$ cat src/hw/rtl/cbs_pkg.sv
// ---------------------------------------------------------------------------
// cylinder billiard step package
// shared widths, codes, types, elaboration-time cordic gain functions and saturation
// ---------------------------------------------------------------------------
`timescale 1ns / 1ps
`default_nettype none
package cbs_pkg;

   localparam int DATA_W      = 32;
   localparam int REG_W       = 31;
   localparam int CSR_IDX_W   = 2;
   localparam int MUL_W       = 33;
   localparam int PROD_W      = 66;
   localparam int ACC_W       = 72;
   localparam int CORD_W      = 44;
   localparam int SPLIT       = 22;
   localparam int COEF_W      = 23;
   localparam int GUARD       = 8;
   localparam int COMP_SHIFT  = 30;
   localparam int SHIFT_W     = 5;

   localparam int CORDIC_STEPS_DEF = 16;
   localparam int FRAC_BITS_DEF    = 16;

   localparam logic [CSR_IDX_W-1:0] REG_RADIUS    = 2'd0;
   localparam logic [CSR_IDX_W-1:0] REG_LENGTH    = 2'd1;
   localparam logic [CSR_IDX_W-1:0] REG_TIME_STEP = 2'd2;

   localparam logic [REG_W-1:0] RADIUS_RST    = 31'd65536;
   localparam logic [REG_W-1:0] LENGTH_RST    = 31'd65536;
   localparam logic [REG_W-1:0] TIME_STEP_RST = 31'd655;

   typedef enum logic [3:0] {
      S_IDLE, S_MV_MUL, S_MV_ADD, S_ZTEST, S_SQ_MUL, S_SQ_ACC, S_VEC, S_VFWD,
      S_VBACK, S_VC_MUL, S_VC_ACC, S_PBACK, S_PC_MUL, S_PC_ACC, S_DONE
   } state_type;

   typedef struct packed {
      logic               cw;
      logic [SHIFT_W-1:0] shift;
   } rot_ctrl_type;

   typedef struct packed {
      logic signed [DATA_W-1:0] x;
      logic signed [DATA_W-1:0] y;
      logic signed [DATA_W-1:0] z;
      logic signed [DATA_W-1:0] vx;
      logic signed [DATA_W-1:0] vy;
      logic signed [DATA_W-1:0] vz;
      logic [DATA_W-1:0]        wall;
      logic [DATA_W-1:0]        ends;
   } result_type;

   // gain squared in q30, truncated per step
   function automatic logic [63:0] cordic_gain(input int steps);
      logic [63:0] g;
      int k;
      g = 64'd1 << 30;
      for (k = 0; k < steps; k++) begin
         g = g + (g >> (2 * k));
      end
      return g;
   endfunction

   // reciprocal of gain squared in q22, restoring division
   function automatic logic [COEF_W-1:0] inv_gain_sq(input int steps);
      logic [63:0] g;
      logic [63:0] rem;
      logic [63:0] q;
      int k;
      g   = cordic_gain(steps);
      rem = '0;
      q   = '0;
      for (k = 52; k >= 0; k--) begin
         rem = {rem[62:0], (k == 52) ? 1'b1 : 1'b0};
         if (rem >= g) begin
            rem  = rem - g;
            q[k] = 1'b1;
         end
      end
      return q[COEF_W-1:0];
   endfunction

   // reciprocal gain in q22 as integer square root
   function automatic logic [COEF_W-1:0] inv_gain(input int steps);
      logic [63:0] v;
      logic [63:0] r;
      logic [63:0] b;
      int k;
      v = 64'(inv_gain_sq(steps)) << 22;
      r = '0;
      b = 64'd1 << 62;
      for (k = 0; k < 32; k++) begin
         if (v >= r + b) begin
            v = v - (r + b);
            r = (r >> 1) + b;
         end else begin
            r = r >> 1;
         end
         b = b >> 2;
      end
      return r[COEF_W-1:0];
   endfunction

   function automatic logic signed [DATA_W-1:0] sat32(input logic signed [ACC_W-1:0] v);
      logic signed [ACC_W-1:0] hi;
      logic signed [ACC_W-1:0] lo;
      hi = ACC_W'(64'sh7FFFFFFF);
      lo = -ACC_W'(64'sh80000000);
      if (v > hi) begin
         return 32'sh7FFFFFFF;
      end else if (v < lo) begin
         return 32'sh80000000;
      end
      return v[DATA_W-1:0];
   endfunction

endpackage
`default_nettype wire

$ cat src/hw/rtl/cbs_rotator.sv
// ---------------------------------------------------------------------------
// cordic micro-rotation
// one shared shift-and-add rotation step, direction and shift chosen per cycle
// ---------------------------------------------------------------------------
`timescale 1ns / 1ps
`default_nettype none
module cbs_rotator (
   input  wire logic signed [cbs_pkg::CORD_W-1:0] a,
   input  wire logic signed [cbs_pkg::CORD_W-1:0] b,
   input  wire cbs_pkg::rot_ctrl_type             ctrl,
   output logic signed [cbs_pkg::CORD_W-1:0]      a_out,
   output logic signed [cbs_pkg::CORD_W-1:0]      b_out
);
   logic signed [cbs_pkg::CORD_W-1:0] da;
   logic signed [cbs_pkg::CORD_W-1:0] db;

   always_comb begin
      da = b >>> ctrl.shift;
      db = a >>> ctrl.shift;
      if (ctrl.cw) begin
         a_out = a + da;
         b_out = b - db;
      end else begin
         a_out = a - da;
         b_out = b + db;
      end
   end
endmodule
`default_nettype wire

$ cat config.mk
export PLATFORM = sky130hd
export DESIGN_NAME = cbs_rotator
export DESIGN_NICKNAME = d
export VERILOG_FILES = /design/src/hw/rtl/cbs_pkg.sv /design/src/hw/rtl/cbs_rotator.sv
export SDC_FILE = /design/constraint.sdc
export NUM_CORES = 1
export LEC_CHECK = 0
export BUFFER_PORTS_ARGS = -buffer_cell sky130_fd_sc_hd__clkbuf_2
export CORE_ASPECT_RATIO = 0.75
export CORE_UTILIZATION = 40
export DETAILED_ROUTE_END_ITERATION = 7
export PLACE_DENSITY = 0.57
export SETUP_SLACK_MARGIN = 0.2
export SLEW_MARGIN = 20
export SYNTH_ARGS = -nofsm -noshare
export SYNTH_HDL_FRONTEND = slang
export SYNTH_SLANG_ARGS = --single-unit
$ cat constraint.sdc
create_clock -name vclk -period 13.82
set_input_delay 1.382 -clock vclk [all_inputs]
set_output_delay 1.382 -clock vclk [all_outputs]
set_load 0.02 [all_outputs]
* After elaboration in Yosys (flattened, before gate mapping)
Index checks and enable logic that the tools add are counted.
** Word-level totals
- Input port bits :: 94
- Register bits :: 0
** Cells by class
- Shifts and indexed selects :: 2
- Add/subtract/negate cells :: 4
- Mux-type cells :: 2
** Operator list (count)
- adder 44 bit :: 2
- two-way mux 44 bit :: 2
- >>> shifter 44 x 5 -> 44 bit :: 2
- subtractor 44 bit :: 2

* Logic depth before layout (Yosys ltp)
- Word-level depth :: 3
- Depth in mapped cells :: 26
- Depth with buffers taken out :: 22

* Least setup slack after synthesis
Ideal clock, no wire load.
- Path kind :: input port to output port
- Start :: input port ctrl[3] (netlist name)
- End :: output port b_out[42] (netlist name)
- Path slack :: 5.580 ns
- Stages :: 23
- Required time :: 12.438 ns
- Arrival time :: 6.858 ns
- Path through :: buf_2 buf_1 buf_1 mux4_2 mux2_1 a22oi_1 and4b_1 nand4b_1 or4_4 nor3_4 a31oi_1 xnor2_1 ha_1 clkbuf_1 a21o_1 a21o_1 a21o_1 a21o_1 a21o_1 a21oi_1 nor2_1 a311o_1 a311o_1
** On the way
- Cells in the longest elaborated chain, start to end :: 3
** Ends and longest elaborated chain
- start, declared :: line cbs_rotator.sv:10 : input wire cbs_pkg::rot_ctrl_type ctrl,
- >>> shifter 44 x 5 -> 44 bit (*) :: line cbs_rotator.sv:19 : db = a >>> ctrl.shift;
- adder 44 bit / subtractor 44 bit (equally long branches) :: line cbs_rotator.sv:25, cbs_rotator.sv:22
- two-way mux 44 bit (*) :: line cbs_rotator.sv:20 : if (ctrl.cw) begin
- end, declared :: line cbs_rotator.sv:12 : output logic signed [cbs_pkg::CORD_W-1:0] b_out
Every way passes the cells marked *; elsewhere a longest branch is shown, timed or not.

* Worst setup path after layout
- Start :: input port ctrl[1] (netlist name)
- End :: output port a_out[37] (netlist name)
** On the way
- Cells in the longest elaborated chain, start to end :: 3
** Ends and longest elaborated chain
- >>> shifter 44 x 5 -> 44 bit (*) :: line cbs_rotator.sv:18 : da = b >>> ctrl.shift;
- subtractor 44 bit / adder 44 bit (equally long branches) :: line cbs_rotator.sv:24, cbs_rotator.sv:21
- two-way mux 44 bit (*) :: line cbs_rotator.sv:20
- end, declared :: line cbs_rotator.sv:11 : output logic signed [cbs_pkg::CORD_W-1:0] a_out,
Marks and branches as above.

==> metrics.csv <==
metric,value,unit
holdBufCountCts,0,
clkbuf_count,0,
hp-class,input pin to primary output,
grt.overflow.total,0,
nets,1955,
final-seq-area,0,µm²
synthTopCellsByCount,"a21oi_1 (122), nand2_1 (116), nor2_1 (112)",
critPathLaunchType,input pin,
port_buffers,182,
final_area,14400,µm²
maxCapViolCount,0,
hpwl,44.3,mm
netlist_area,13300,µm²
multiInputGateArea,12700,µm²
hold_viol_final,0,
post_cts_buffers,0,
cp_slowest_stage_delay,0.74,ns
vias,14600,
ctsResizeCount,0,
die-area,34000,µm²
avgSynthCellArea,8.01,µm²
yosysWarnings,0,
die_h,160,µm
crit_path_cell_trace,buf_6 -> buf_4 -> mux4_2 -> mux2_2 -> a221oi_1 -> ha_1 -> inv_1 -> nor3_1 -> nand2b_1 -> nor2_1 -> a31oi_1 -> xnor2_1 -> ha_1 -> a21o_1 -> a21o_1 -> a2111oi_0 -> o41ai_1 -> a311oi_1 -> a21boi_0 -> o31ai_1 -> a31oi_1 -> xnor2_1 -> clkbuf_2,
place_congestion,1.05,
antenna-diode-count,0,
max-slew-margin-rel,26.6,%
fmax,0.0945,GHz
hold_depth,3,
die_x,213,µm
wl_per_cell,25.1,µm
slew_violations,0,
core,32500,µm²
antenna_found_initial,0,
finalSetupViolCount,0,
vias_per_cell,6.64,
drcViolationCount,0,
cellLeakagePower,6.14,nW
start_util,40.9,%
seq_area_frac_synth,0,%
layout-drive-gt1-share,22.2,%
grt_pass1_wl,83.2,mm
worstPathArrival,9.20,ns
grt_setup_unrepaired,no,
peakVddDrop,0.0603,mV
crit_required,12.44,ns
routed_wl,55.1,mm
synth_fp_nets,1853,
area_growth,8.54,%
synthTopCellsByArea,"mux4_2 (16%), ha_1 (9.2%), xnor2_1 (6.8%)",
min_period_over_period,76.6,%
post_dp_cell_area,14400,µm²
io_pins,182,
yosysTopAreaCellShare,16.4,%
path_max_fanout,93,
worst_pin_slew,1.10,ns
finalCriticalPeriod,10.58,ns
worst_path_max_delay_cell,buf_4,
crit_type,input pin to primary output,
synthCells,1659,
grt_pass1_vias,13500,
synth_area_leader_cell,mux4_2,
grt_max_degree,94,
row_count,57,
status,"complete, no violations",
end_kind,primary output,
power_density,90.8,nW/µm²
antenna_left,0,
n_fill_cell,3381,
synth_cell_types,95,
yosysMostFrequentCell,a21oi_1,
grt_use_total,31.4,%
seq_cell_count,0,
firstDrtPassIters,6,
final.setup.tns,0,ns
drtIter0Drc,1527,
[metrics by stage]
| stage | total power [mW] | setup slack (ns) | utilization [%] | cells | hold WS, ns |
|---|---|---|---|---|---|
| 2_1_floorplan | 0.926 | 5.58 | - | 1659 | 2.97 |
| 3_3_place_gp | 1.29 | 3.34 | 44.4 | 2201 | 3.15 |
| 3_5_place_dp | 1.29 | 3.38 | 44.4 | 2201 | 3.15 |
| 4_1_cts | 1.30 | 3.35 | 44.4 | 2201 | 3.16 |
| 5_1_grt | 1.41 | 2.73 | 44.4 | 2201 | 3.20 |
| 6_report | 1.31 | 3.24 | 44.4 | 2201 | 3.17 |
[where the power goes]
part | switching, mW | internal [mW]
Sequential | 0 | 0
Clock | 0 | 0
Combinational | 0.808 | 0.502
[cell type report]
type / count / share of cell area (%)
well taps: 442 / 3.83
multi-input cells: 1519 / 87.7
repair buffers: 203 / 7.48
inverters: 37 / 0.963
[layout by cell type (no fill, tap or decap), types with 32 or more instances in the layout]
cell      count
inv_1        34
mux4_2       97
a31oi_1      38
o21ai_0      83
nor2_1      112
xor2_1       55
nor3_1       32
mux2i_1      85
nand2_1     116
ha_1         98
mux2_2       54
a21o_1       72
a21oi_1     122
xnor2_1     103
clkbuf_2    179
[critical path, delay by kind of cell]
family                     cells  cell delay, ns
AOI/OAI and AO/OA             10            3.04
xor gates and xnor gates       2            0.36
adders and majority gates      2            0.59
buffers and inverters          4            1.64
muxes                          2            0.96
and+or+nand+nor                3            1.18
[worst paths after layout]
| path | startpoint | end |
|---|---|---|
| min | a[0] | a_out[0] |
| max | ctrl[1] | a_out[37] |
[metal layers]
layer / global-route usage [%] / vias to the layer above / routed length, µm
li1: - / 6728 / -
met1: 46.5 / 7082 / 25300
met2: 46.0 / 737 / 23300
met3: 6.76 / 68 / 5340
met4: 6.28 / 0 / 1270
met5: 0 / - / 0
[logic make-up (layout without fill, tap and decap cells)]
logic type | after synthesis | after routing | synth area share, %
adders and majority gates | 100 | 100 | 9.52
and+or+nand+nor | 445 | 445 | 17.3
muxes | 244 | 244 | 28.3
buffers and inverters | 140 | 240 | 4.80
xor gates and xnor gates | 158 | 158 | 10.4
AOI/OAI and AO/OA | 572 | 572 | 29.7
Note: power is estimated with default switching activity, not from simulation.
