==> src/hw/rtl/cbs_pkg.sv <==
// ---------------------------------------------------------------------------
// cylinder billiard step package
// shared widths, codes, types, elaboration-time cordic gain functions and saturation
// ---------------------------------------------------------------------------
`timescale 1ns / 1ps
`default_nettype none
package cbs_pkg;

   localparam int DATA_W      = 32;
   localparam int REG_W       = 31;
   localparam int CSR_IDX_W   = 2;
   localparam int MUL_W       = 33;
   localparam int PROD_W      = 66;
   localparam int ACC_W       = 72;
   localparam int CORD_W      = 44;
   localparam int SPLIT       = 22;
   localparam int COEF_W      = 23;
   localparam int GUARD       = 8;
   localparam int COMP_SHIFT  = 30;
   localparam int SHIFT_W     = 5;

   localparam int CORDIC_STEPS_DEF = 16;
   localparam int FRAC_BITS_DEF    = 16;

   localparam logic [CSR_IDX_W-1:0] REG_RADIUS    = 2'd0;
   localparam logic [CSR_IDX_W-1:0] REG_LENGTH    = 2'd1;
   localparam logic [CSR_IDX_W-1:0] REG_TIME_STEP = 2'd2;

   localparam logic [REG_W-1:0] RADIUS_RST    = 31'd65536;
   localparam logic [REG_W-1:0] LENGTH_RST    = 31'd65536;
   localparam logic [REG_W-1:0] TIME_STEP_RST = 31'd655;

   typedef enum logic [3:0] {
      S_IDLE, S_MV_MUL, S_MV_ADD, S_ZTEST, S_SQ_MUL, S_SQ_ACC, S_VEC, S_VFWD,
      S_VBACK, S_VC_MUL, S_VC_ACC, S_PBACK, S_PC_MUL, S_PC_ACC, S_DONE
   } state_type;

   typedef struct packed {
      logic               cw;
      logic [SHIFT_W-1:0] shift;
   } rot_ctrl_type;

   typedef struct packed {
      logic signed [DATA_W-1:0] x;
      logic signed [DATA_W-1:0] y;
      logic signed [DATA_W-1:0] z;
      logic signed [DATA_W-1:0] vx;
      logic signed [DATA_W-1:0] vy;
      logic signed [DATA_W-1:0] vz;
      logic [DATA_W-1:0]        wall;
      logic [DATA_W-1:0]        ends;
   } result_type;

   // gain squared in q30, truncated per step
   function automatic logic [63:0] cordic_gain(input int steps);
      logic [63:0] g;
      int k;
      g = 64'd1 << 30;
      for (k = 0; k < steps; k++) begin
         g = g + (g >> (2 * k));
      end
      return g;
   endfunction

   // reciprocal of gain squared in q22, restoring division
   function automatic logic [COEF_W-1:0] inv_gain_sq(input int steps);
      logic [63:0] g;
      logic [63:0] rem;
      logic [63:0] q;
      int k;
      g   = cordic_gain(steps);
      rem = '0;
      q   = '0;
      for (k = 52; k >= 0; k--) begin
         rem = {rem[62:0], (k == 52) ? 1'b1 : 1'b0};
         if (rem >= g) begin
            rem  = rem - g;
            q[k] = 1'b1;
         end
      end
      return q[COEF_W-1:0];
   endfunction

   // reciprocal gain in q22 as integer square root
   function automatic logic [COEF_W-1:0] inv_gain(input int steps);
      logic [63:0] v;
      logic [63:0] r;
      logic [63:0] b;
      int k;
      v = 64'(inv_gain_sq(steps)) << 22;
      r = '0;
      b = 64'd1 << 62;
      for (k = 0; k < 32; k++) begin
         if (v >= r + b) begin
            v = v - (r + b);
            r = (r >> 1) + b;
         end else begin
            r = r >> 1;
         end
         b = b >> 2;
      end
      return r[COEF_W-1:0];
   endfunction

   function automatic logic signed [DATA_W-1:0] sat32(input logic signed [ACC_W-1:0] v);
      logic signed [ACC_W-1:0] hi;
      logic signed [ACC_W-1:0] lo;
      hi = ACC_W'(64'sh7FFFFFFF);
      lo = -ACC_W'(64'sh80000000);
      if (v > hi) begin
         return 32'sh7FFFFFFF;
      end else if (v < lo) begin
         return 32'sh80000000;
      end
      return v[DATA_W-1:0];
   endfunction

endpackage
`default_nettype wire

==> src/hw/rtl/cbs_mult.sv <==
// ---------------------------------------------------------------------------
// shared multiplier
// signed multiply with registered product
// ---------------------------------------------------------------------------
`timescale 1ns / 1ps
`default_nettype none
module cbs_mult (
   input  wire logic                                clock,
   input  wire logic signed [cbs_pkg::MUL_W-1:0]    op_a,
   input  wire logic signed [cbs_pkg::MUL_W-1:0]    op_b,
   output logic signed [cbs_pkg::PROD_W-1:0]        prod_ff
);
   logic signed [cbs_pkg::PROD_W-1:0] prod_in;

   assign prod_in = cbs_pkg::PROD_W'(op_a) * cbs_pkg::PROD_W'(op_b);

   always_ff @(posedge clock) begin
      prod_ff <= prod_in;
   end
endmodule
`default_nettype wire

==> config.mk <==
export PLATFORM = sky130hd
export DESIGN_NAME = cbs_mult
export DESIGN_NICKNAME = d
export VERILOG_FILES = /design/src/hw/rtl/cbs_pkg.sv /design/src/hw/rtl/cbs_mult.sv
export SDC_FILE = /design/constraint.sdc
export NUM_CORES = 2
export LEC_CHECK = 0
export BUFFER_PORTS_ARGS = -buffer_cell sky130_fd_sc_hd__buf_2
export CELL_PAD_IN_SITES_DETAIL_PLACEMENT = 0
export CELL_PAD_IN_SITES_GLOBAL_PLACEMENT = 1
export CORE_UTILIZATION = 56
export DETAILED_ROUTE_END_ITERATION = 8
export PLACE_DENSITY_LB_ADDON = 0.12
export SYNTH_ARGS = -nofsm -noshare
export SYNTH_HDL_FRONTEND = slang
export SYNTH_SLANG_ARGS = --single-unit
export TNS_END_PERCENT = 20
==> constraint.sdc <==
create_clock -name clock -period 21.3 [get_ports clock]
set_input_delay 3.195 -clock clock [delete_from_list [all_inputs] [get_ports clock]]
set_output_delay 3.195 -clock clock [all_outputs]
set_load 0.1 [all_outputs]
# --- Word level (Yosys, flattened, before mapping) ---
# Cells that the tools add are included.
word_totals:
  register_bits: 66
  out_inout_bits: 66
  word_cells: 2
op_classes:
  mul: 1
op_table:
  columns: ["cell", "count"]
  rows:
  - ["$mul 33x33->66", 1]

# --- Longest topological paths before layout ---
depth:
  ltp_word: 1
  mapped_depth: 29
  mapped_depth_nobuf: 27

# --- Worst setup path after synthesis ---
# OpenSTA, ideal clock, no wires.
synth_timing:
  path_type: "input to register"
  startpoint: "input op_a[32] (netlist name)"
  endpoint: "register prod_ff[65] (netlist name)"
  t_arrival_ps: 10344
  setup_ps: 72
  path_stages: 22
  slack_ps: 10884
  cell_sequence: "clkbuf_1 -> nand2_1 -> inv_1 -> fa_1 -> fa_1 -> fa_1 -> fa_1 -> fa_1 -> fa_1 -> fa_1 -> inv_1 -> fa_1 -> inv_1 -> ha_1 -> clkbuf_1 -> a21o_1 -> a21o_1 -> a221o_1 -> a31oi_2 -> o211ai_1 -> o41ai_2 -> xnor2_1"
synth_via:
  elab_chain_cells: 1
synth_lines:
  columns: ["item", "line_no", "rtl"]
  rows:
  - ["from (decl)", "cbs_mult.sv:9", "input wire logic signed [cbs_pkg::MUL_W-1:0] op_a,"]
  - ["$mul 33x33->66", "cbs_mult.sv:15", "assign prod_in = cbs_pkg::PROD_W'(op_a) * cbs_pkg::PROD_W'(op_b);"]
  - ["named net prod_in (one bit)", "cbs_mult.sv:13", "logic signed [cbs_pkg::PROD_W-1:0] prod_in;"]
  - ["to (signal assigned)", "cbs_mult.sv:18", "prod_ff <= prod_in;"]
  - ["to (decl)", "cbs_mult.sv:11", "output logic signed [cbs_pkg::PROD_W-1:0] prod_ff"]
# The timed path passes the listed nets, and every way through them passes these cells.

# --- Worst setup path in the final report ---
layout_timing:
  startpoint: "input op_b[6] (netlist name)"
  endpoint: "register prod_ff[59] (netlist name)"
layout_via:
  elab_chain_cells: 1
layout_lines:
  columns: ["item", "line_no", "rtl"]
  rows:
  - ["from (decl)", "cbs_mult.sv:10", "input wire logic signed [cbs_pkg::MUL_W-1:0] op_b,"]
  - ["$mul 33x33->66", "cbs_mult.sv:15", null]
  - ["named net prod_in (one bit)", "cbs_mult.sv:13", null]
# The timed path passes the listed nets, and every way through them passes these cells.

==> metrics.md <==
| Metric | Value |
|---|---|
| DR DRC count | 0 |
| Largest net degree at the start of global routing | 34 |
| Number of cell rows | a little under 100 |
| Gr ovfl total | 0 |
| CTS tree | built |
| Tmin final | about 11 ns |
| PostCTS Resize Cnt | 0 |
| RSZ-0062 raised after global routing | no |
| Ys Warns | 0 |
| Slew @ Worst Pin | 1.16 ns |
| Final Cycle Share | 0.537 |
| CTS Hold Buffers Added | 0 |
| Number of vias per cell | roughly 5.4 |
| CORE AREA | 71400 sq um |
| Wirelength, routed | between 100000 and 150000 um |
| Final Hold Fails | 0 |
| DIE AREA | approximately 73000 sq um |
| Detailed Routing Iterations Pass 1 | 6 |
| Post-synth EDFFs | 0 |
| DRT iter0 DRCs | between 1.5k and 2k |
| CP max stage delay | 1.15 ns |
| Initial antenna violation count | 9 |
| Seq cells post-synth | 66 |
| Syn Area/Cell | ~9.4 sq um |
| F_max | 87.5 MHz |
| Avg WL per Cell | 22.2 um |
| Critical Path AT | 11.75 ns |
| Area Growth Syn to Fin | 3.39% |
| Synthesized net count | about 5.7k |
| Vias in the first global route | approximately 30k |
| Gpl congestion | ~0.97 |
| # Max-Cap Violations | 0 |
| Root Buffer Master | clkbuf_16 |
| Max reg flops | between 60 and 70 |
| CTS Buf Count | 9 |
| Max Slew Vio Count | 0 |
| Cell family with the largest share of critical-path delay | adder cells |
| Most common cell after layout, fill and taps aside | fa_1 |
| Die width | around 270 um |
| Clk buf depth | 2 |
| Layout cells sized above 1 | 0.0413 |
| Relative slew slack | 0.222 |
| Mapped Cells | ~4.3k |
| Critical path class | in2reg |
| Total GRT Usage | 0.339 |
| Most frequent cells in the layout | fa_1, inv_1, and2_1 |
| Async set-or-reset flop fraction in the synthesized netlist | 0 |
| Fin nets | between 5k and 6k |
| Final ANT Viol Nets | 0 |
| Die H | 270 um |
| Mapped cell area | ~40000 sq um |
| Largest registers | prod_ff x66 |
| Synth cell types | 61 |
| # setup viols final | 0 |
| Detailed placement HPWL | 94200 um |
| WP buf/inv | 6 |
| Global-route wire length before repair | ~190000 um |
| Outcome | completed |
| Most frequent CP cell | fa_1 |
| CP Launch Type | input port |
| WP data required | approximately 22 ns |
| Biggest register | prod_ff |
| Sequential-to-total area share from yosys stat | 0.0327 |
| Max Fanout on Critical Path | 33 |
| Quantity of I/O buffers inserted on ports | between 100 and 150 |
| Crit end category | register |
| Clk slew on worst S/H paths | 0.08 ns |
| Htree depth | 3 |
| # IOs | ~130 |
| Total Neg Setup Slack | 0 ns |
| Setup Buffers After CTS | 0 |
| Sink Count | 66 |
| Main synth FF type | dfxtp_1 |
| Via count | between 20k and 30k |
| Initial Utilization | 0.566 |
| Crit-path cells | buf_2 -> nand2_1 -> inv_1 -> fa_1 -> fa_1 -> inv_1 -> fa_1 -> inv_1 -> fa_1 -> fa_1 -> fa_1 -> fa_1 -> inv_1 -> fa_1 -> inv_1 -> ha_1 -> a21o_1 -> a211oi_1 -> a31oi_1 -> a211oi_2 -> o21ai_1 -> o41ai_2 -> xnor2_1 |
| Ant diodes | 0 |
| Slowest-stage cell, CP | fa_1 |
| Hold WC Path Type | in2reg |
## worst paths after layout
check | slack (ns) | cells past startpoint | startpoint | endpoint
setup / recovery | 9.87 | 23 | op_b[6] | prod_ff[59]
hold / removal | 3.50 | 2 | op_b[0] | prod_ff[0]
## cell type report
class	instances	area, sq um
Clock buffer	9	225
Sequential cell	66	1320
Clock inverter	7	100
Inverter	1133	4250
Fill cell	6460	29600
Tap cell	950	1190
Timing Repair Buffer	136	691
Multi-Input combinational cell	2882	34000
## Yosys cell counts, types with 2 or more instances
master,number,share of area
a21o_1,28,0.0052
o21ba_2,3,0.00074
nor4_1,5,0.00077
nand2b_1,9,0.0014
fa_1,1145,0.57
a221o_1,3,0.00074
and4_1,7,0.0015
o22ai_1,3,0.00046
nand2_1,543,0.050
clkbuf_1,220,0.020
o21bai_1,8,0.0015
o21a_1,7,0.0013
o211ai_1,7,0.0013
nand3b_1,2,0.00037
or2_2,4,0.00062
and2_1,562,0.087
a211oi_2,4,0.0012
a311o_1,2,0.00050
inv_1,1133,0.11
xnor2_1,55,0.012
a21oi_1,73,0.0091
nor2b_1,3,0.00046
nand4_1,9,0.0014
o41ai_2,2,0.00081
o21ai_0,37,0.0046
o21ai_1,5,0.00062
dfxtp_1,66,0.033
a31oi_1,9,0.0014
o221ai_1,2,0.00043
xor2_1,20,0.0043
nor2_1,47,0.0044
nor3_1,7,0.00087
nand3_1,18,0.0022
a211oi_1,5,0.00093
ha_1,217,0.067
and3_1,7,0.0011
## kinds of logic after synthesis
family	share of synthesized area
flops	0.0327
compound gates	0.0360
fa+ha+maj	0.635
buf+inv	0.126
simple gates	0.154
xor+xnor	0.0163
## per-stage QoR
step,area [sq um],hold WS (ns),util,instances,setup slack (ns)
finish,41700,3.50,0.585,5183,9.87
global route,41700,3.50,0.585,5183,9.41
CTS,41700,3.45,0.585,5183,9.81
detailed placement,41400,3.74,0.580,5167,9.42
global placement,41400,3.75,0.580,5167,9.38
floorplan,40400,3.32,-,4302,10.88
## routing by layer
layer | wire (um) | GRT usage
met1 | 48600 | 0.489
met2 | 52800 | 0.517
met3 | 9770 | 0.0701
met5 | 71 | 0
met4 | 4050 | 0.106
Power is left out: the tool's default activity adds up to more than one toggle a clock period on the data nets, which glitch-free logic cannot reach.
